### src/sv/fifo_page_residency_manager_assert.svh
// Assertion macros for the page residency manager
`ifndef FIFO_PAGE_RESIDENCY_MANAGER_ASSERT_SVH
`define FIFO_PAGE_RESIDENCY_MANAGER_ASSERT_SVH

`ifndef SYNTH
// check outside reset
`define FPRM_CHECK(lbl, prop, msg) \
    lbl: assert property (@(posedge clk) disable iff (!rst_n) prop) else $error(msg);
// check at every edge, reset included
`define FPRM_CHECK_ALWAYS(lbl, prop, msg) \
    lbl: assert property (@(posedge clk) prop) else $error(msg);
`else
`define FPRM_CHECK(lbl, prop, msg)
`define FPRM_CHECK_ALWAYS(lbl, prop, msg)
`endif

`endif

### src/sv/fprm_ram.sv
module fprm_ram
#(
    parameter int WIDTH = 8,
    parameter int DEPTH = 2,
    localparam int AW = $clog2(DEPTH)
)
(
    input  logic             clk,
    input  logic             we,
    input  logic [AW-1:0]    waddr,
    input  logic [WIDTH-1:0] wdata,
    input  logic [AW-1:0]    raddr,
    output logic [WIDTH-1:0] rdata
);

    logic [WIDTH-1:0] mem [DEPTH];

    always_ff @(posedge clk)
    begin
        if (we)
        begin
            mem[waddr] <= wdata;
        end
        rdata <= mem[raddr];
    end

endmodule

### config.mk
export PLATFORM = sky130hd
export DESIGN_NAME = fprm_ram
export DESIGN_NICKNAME = d
export VERILOG_FILES = /design/src/sv/fifo_page_residency_manager_assert.svh /design/src/sv/fprm_ram.sv
export SDC_FILE = /design/constraint.sdc
export NUM_CORES = 1
export LEC_CHECK = 0
export BUFFER_PORTS_ARGS = -buffer_cell sky130_fd_sc_hd__buf_4
export CAP_MARGIN = 20
export CORE_AREA = 5 5 47 49
export DETAILED_ROUTE_END_ITERATION = 8
export DIE_AREA = 0 0 52 54
export PLACE_DENSITY = 0.67
export SLEW_MARGIN = 20
export SYNTH_ARGS = -nofsm -noshare
export SYNTH_HDL_FRONTEND = slang
export SYNTH_SLANG_ARGS = --single-unit
### constraint.sdc
create_clock -name clk -period 1.5 [get_ports clk]
set_input_delay 0.45 -clock clk [delete_from_list [all_inputs] [get_ports clk]]
set_output_delay 0.45 -clock clk [all_outputs]
set_load 0.05 [all_outputs]
==> results of run 1 <==
-- cells in the final DEF, fill, tap and decap left out --
cell / n
buf_4: 20
edfxtp_1: 16
mux2_4: 8
dfxtp_1: 8
clkbuf_4: 3
nor2b_1: 1
and2_1: 1
bufinv_16: 1
-- worst max path at each step --
stage                      from             endpoint  cells past startpoint
2_1_floorplan                we  mem[0][0]$_DFFE_PP_                      1
3_3_place_gp              waddr  mem[1][6]$_DFFE_PP_                      2
3_5_place_dp              waddr  mem[1][6]$_DFFE_PP_                      2
4_1_cts        rdata[7]$_DFF_P_             rdata[7]                      1
5_1_grt        rdata[7]$_DFF_P_             rdata[7]                      1
6_report       rdata[7]$_DFF_P_             rdata[7]                      1
-- registers in the layout (all words and copies together), names as in the netlist --
name   cells
rdata      8
mem       16
-- report_power, final --
part | total [mW] | switching [mW] | internal [mW]
Combinational | 0.176 | 0.102 | 0.0743
Clock | 0.451 | 0.181 | 0.270
Sequential | 0.769 | 0.0119 | 0.757
-- layer usage --
layer | track usage [%] | vias to the layer above | share of wire (%)
met4 | 5.240 | 0 | 0
li1 | - | 176 | -
met5 | 0 | - | 0
met3 | 3.324 | 0 | 8.0
met2 | 14.64 | 18 | 54
met1 | 7.517 | 170 | 37
-- kinds of logic (layout without fill, tap and decap cells) --
kind of cell	after synthesis	count (layout)
multiplexers	8	8
flip-flops	24	24
AND/OR/NAND/NOR	2	2
buffers and inverters	1	24
-- area by class of cell --
type                            count  share of cell area (%)
Sequential cell                    24                   63.44
Timing Repair Buffer               20                   14.87
Clock buffer                        3                   2.230
Clock inverter                      1                   2.974
Multi-Input combinational cell     10                   13.14
Tap cell                           27                   3.346
==> metrics, run 1 <==
RSZ-0062 raised after global routing no; setup skew after layout 0.004645 ns; Min-Delay Endpoint mem[1][7]$_DFFE_PP_; Seq/Total Area, Yosys 81.66%; Routed Antenna Nets 0; Post-DP Area 957.2 µm²; type of origin of the critical path flip-flop; Rows 16; WHS 0.3199 ns; DR vias/cell 4.282; Clock Pin Slew Worst Setup and Hold Paths 0.13 ns; Worst Hold Depth 1; cell taking the most area after synthesis edfxtp_1; Post-CTS Setup Repair Bufs 0; Iteration-0 DRC Markers 2; Buf/Inv on CP 1; initial core utilization 43.06%; fin nets 71; worst-margin pin slew 0.3527 ns; initial antenna violation count 0; Syn. warnings 0; Final TNS setup 0 ns; Core ar. 1822 µm²; # fillers 148; worst min path class primary input to flip-flop; Die X 52 µm; reg2reg start mem[1][3]$_DFFE_PP_; Worst Path Required 1.05 ns; worst-path maximum fanout 1; simple-gate portion of the synthesized area 1.595%; pre-CTS WS 0.2817 ns; FF-to-FF setup slack 0.74 ns; Crit Path Category flip-flop to output port; Worst path max stage delay 0.33 ns; ant diodes 0; dominant synthesized flop cell edfxtp_1; asr flop ratio synth 0%; CTS Buffer Depth 2; number of enable flip-flop cells after synthesis 16; P&R area growth vs syn 28.71%; PnR Total Power 1.396 mW; post-synthesis compound-gate area fraction 0%; Syn Inst Count 35; routed len/inst 11.78 µm; R2R cell count 1; H-tree depth 1; Post-Synth Adder-Cell Area 0%; Remaining DRCs 0; post-cts hold buffer count 0; syn_nets 47; cts repair resizes 0; Root Buffer clkbuf_4; leak pwr 0.4126 nW; endpoints failing setup 0; outcome finished clean; first-pass GRT wire length 1518 µm; worst IR drop on VDD 765.3 µV; fmax 0.7843 GHz; register area 640.6 µm²; layout cells sized above 1 55.17%; period utilization 85.00%; Yosys reg bits 24; CTS tree done; Worst EP arrival 0.82 ns; post-synthesis xor/xnor area fraction 0%; CP Cell Sequence buf_4; Layout Cells excl Fill 85; power per standard cell area 1383 nW/µm²; Routed WL 1001 µm; Slowest cell on crit path dfxtp_1; Mapped Area 784.5 µm²; Num Clock Sinks 24; GP Congestion 0.6160; largest family of logic cells by synthesized area multiplexers; final max-slew violation count 0; fin area 1010 µm²; Remaining Overflow, GRT 0; Max-slew headroom 76.49%; syn avg cell area 22.41 µm²; Final WS setup 0.2250 ns; Cell variety after synth 6; vias in the first global route 385; reg-to-reg critical path endpoint rdata[3]$_DFF_P_; All-Layer GR Usage 8.116%; drt first pass iters 3; Yosys top cell area share 61.24%; mux cell area share after synthesis 15.31%; largest net degree at the start of global routing 15; Final Critical Period 1.275 ns; top cells by area, synth edfxtp_1 (61%), dfxtp_1 (20%), mux2_4 (15%); Num CTS Buffers 3; insertion delay to the later sink of the worst-skew pair 0.30 ns; HP Start wdata[7]; final hold vios 0; most frequent cell after synthesis edfxtp_1; max_cap viols 0; CP top delay family flip-flops; die height 54 µm; top post-synthesis cells by count edfxtp_1 (16), dfxtp_1 (8), mux2_4 (8); total via count in the routed design 364; Inst Count DP 81; total I/O pin count 20; multi-input logic area 132.6 µm²; endpoint type of the worst setup path output port; Die ar. 2808 µm²; number of buffers added on ports 19; Final Util 55.43%
(Power assumes the default switching activity.)
==> run 2: changes to the inputs <==
--- a/config.mk
+++ b/config.mk
@@ -5,12 +5,13 @@
 export SDC_FILE = /design/constraint.sdc
 export NUM_CORES = 1
 export LEC_CHECK = 0
+export ABC_AREA = 1
 export BUFFER_PORTS_ARGS = -buffer_cell sky130_fd_sc_hd__buf_4
 export CAP_MARGIN = 20
-export CORE_AREA = 5 5 47 49
+export CORE_AREA = 5 5 49 51
 export DETAILED_ROUTE_END_ITERATION = 8
-export DIE_AREA = 0 0 52 54
-export PLACE_DENSITY = 0.67
+export DIE_AREA = 0 0 54 56
+export PLACE_DENSITY = 0.63
 export SLEW_MARGIN = 20
 export SYNTH_ARGS = -nofsm -noshare
 export SYNTH_HDL_FRONTEND = slang
==> constraint.sdc (replaced) <==
create_clock -name clk -period 1.1 [get_ports clk]
set_input_delay 0.33 -clock clk [delete_from_list [all_inputs] [get_ports clk]]
set_output_delay 0.33 -clock clk [all_outputs]
set_load 0.05 [all_outputs]
==> run 2 against run 1 <==
- the flow now finishes with violations (negative setup slack)
- via count up 16%
- register-to-register slack worse by 0.26 ns
- core utilization down 1.5 points
- highest routed layer is now met4
- total power up 20%
- global-route usage down 0.095 points
- flip-flop and latch count unchanged
- critical path depth unchanged
- sequential power up 38%
- combinational power up 41%
- final area up 1.6%
- clock power down 20%
- die area up 7.7%
==> metrics, run 2 <==
DR vias/cell 4.077; Rows 16; top post-synthesis cells by count nand2_1 (25), edfxtp_1 (16), dfxtp_1 (8); H-tree depth 1; Clock Pin Slew Worst Setup and Hold Paths 0.12 ns; largest net degree at the start of global routing 14; most flop-heavy register mem; endpoints failing setup 8; Post-CTS Setup Repair Bufs 0; Syn. warnings 0; top cells by area, synth edfxtp_1 (63%), dfxtp_1 (21%), nand2_1 (12%); largest registers mem (16), rdata (8); Worst path max stage delay 0.35 ns; reg2reg start mem[1][6]$_DFFE_PP_; total via count in the routed design 424; Final Critical Period 1.115 ns; final max-slew violation count 0; setup skew after layout 0.002922 ns; Remaining DRCs 0; asr flop ratio synth 0%; power per standard cell area 1631 nW/µm²; vias in the first global route 422; CTS tree done; reg-to-reg critical path endpoint rdata[6]$_DFF_P_; Yosys reg bits 24; most frequent cell after synthesis nand2_1; number of enable flip-flop cells after synthesis 16; Final Util 53.95%; Worst Path Required 0.77 ns; leak pwr 0.4413 nW; Final TNS setup -0.09413 ns; All-Layer GR Usage 8.021%; routed len/inst 9.798 µm; Root Buffer clkbuf_4; final hold vios 0; Final WS setup -0.01452 ns; outcome complete, but fails checks; Routed WL 1019 µm; max reg flops 16; fin nets 90; Iteration-0 DRC Markers 15; period utilization 101.3%; syn avg cell area 14.09 µm²; Die ar. 3024 µm²; Stages on worst setup path 1; worst-path maximum fanout 1; cell taking the most area after synthesis edfxtp_1; insertion delay to the later sink of the worst-skew pair 0.30 ns; initial core utilization 40.00%; FF-to-FF setup slack 0.48 ns; Routed Antenna Nets 0; first-pass GRT wire length 1738 µm; Slowest cell on crit path dfxtp_2; CP top delay family flip-flops; Core ar. 1902 µm²; Num CTS Buffers 3; most frequent cells in the layout nand2_1 (25), edfxtp_1 (16), buf_4 (12); Crit Path Category flip-flop to output port; crit path to rdata[3]; post-cts hold buffer count 0; Worst EP arrival 0.78 ns; CTS Buffer Depth 2; ant diodes 0; type of origin of the critical path flip-flop; Num Clock Sinks 24; worst min path class primary input to flip-flop; Mapped Area 760.7 µm²; Cell variety after synth 7; crit path from rdata[3]$_DFF_P_; endpoint type of the worst setup path output port; pre-CTS WS 0.06704 ns; GP Congestion 0.6609; failing checks negative setup slack; most common cell after layout, fill and taps aside nand2_1; max_cap viols 0; R2R cell count 2; die height 56 µm; dominant synthesized flop cell edfxtp_1; Seq/Total Area, Yosys 84.21%; layout cells sized above 1 41.56%; worst-margin pin slew 0.2954 ns; worst IR drop on VDD 1061 µV; Remaining Overflow, GRT 0; P&R area growth vs syn 34.87%; initial antenna violation count 0; total I/O pin count 20; number of buffers added on ports 19; Syn Inst Count 54; fmax 0.8972 GHz; Die X 54 µm; CP Cell Sequence buf_8; drt first pass iters 4; WHS 0.2073 ns; Buf/Inv on CP 1; syn_nets 66; RSZ-0062 raised after global routing yes; Max-slew headroom 80.28%; Yosys top cell area share 63.16%
-- run 2: cell types whose count changed after synthesis, sizes merged --
cell   previous run  this run
mux2              8         0
inv               0         3
nor2              0         1
and2              1         0
nand2             0        25
nor2b             1         0
-- run 2: logic make-up after synthesis --
kind of cell,synth area share (%)
buffers and inverters,2.960
DFF,84.21
and+or+nand+nor,12.83
-- run 2: through the flow --
stage / power [mW] / area (µm²) / std cells
2_1_floorplan: 1.201 / 760.7 / 54
3_3_place_gp: 1.284 / 933.4 / 100
3_5_place_dp: 1.288 / 933.4 / 100
4_1_cts: 1.692 / 1022 / 104
5_1_grt: 1.750 / 1026 / 104
6_report: 1.673 / 1026 / 104
-- run 2: worst min-delay path by stage --
stage | slack [ns] | cells past startpoint | endpoint | from
2_1_floorplan | 0.41 | 2 | rdata[0]$_DFF_P_ | mem[0][0]$_DFFE_PP_
3_3_place_gp | 0.42 | 2 | rdata[2]$_DFF_P_ | mem[1][2]$_DFFE_PP_
3_5_place_dp | 0.42 | 2 | rdata[2]$_DFF_P_ | mem[0][2]$_DFFE_PP_
4_1_cts | 0.20 | 1 | mem[0][2]$_DFFE_PP_ | wdata[2]
5_1_grt | 0.19 | 1 | mem[0][5]$_DFFE_PP_ | wdata[5]
6_report | 0.21 | 1 | mem[0][6]$_DFFE_PP_ | wdata[6]
-- run 2: area by class of cell --
cell class	instances	area (µm²)
Fill cell	162	875.8
Sequential cell	24	650.6
Timing Repair Buffer	20	206.4
Multi-Input combinational cell	26	97.59
Tap cell	27	33.78
Clock buffer	3	22.52
Inverter	3	11.26
Clock inverter	1	3.754
-- run 2: routing by layer --
metal	wire length (µm)	track usage (%)
met4	28	7.473
met2	525	12.98
met3	62	0.8043
met1	403	8.644
met5	0	0
-- run 2: report_power, final --
group          internal, mW  switching (mW)  leakage [nW]  total (mW)
Sequential             1.04          0.0251         0.218        1.06
Clock                 0.132           0.230        0.0154       0.362
Combinational         0.106           0.143         0.208       0.249
Total                  1.28           0.398         0.441        1.67
-- run 2: timing repair --
action / CTS / global route
pin swaps: 0 / 0
setup endpoints to repair: 8 / 8
gates resized for setup: 22 / 1
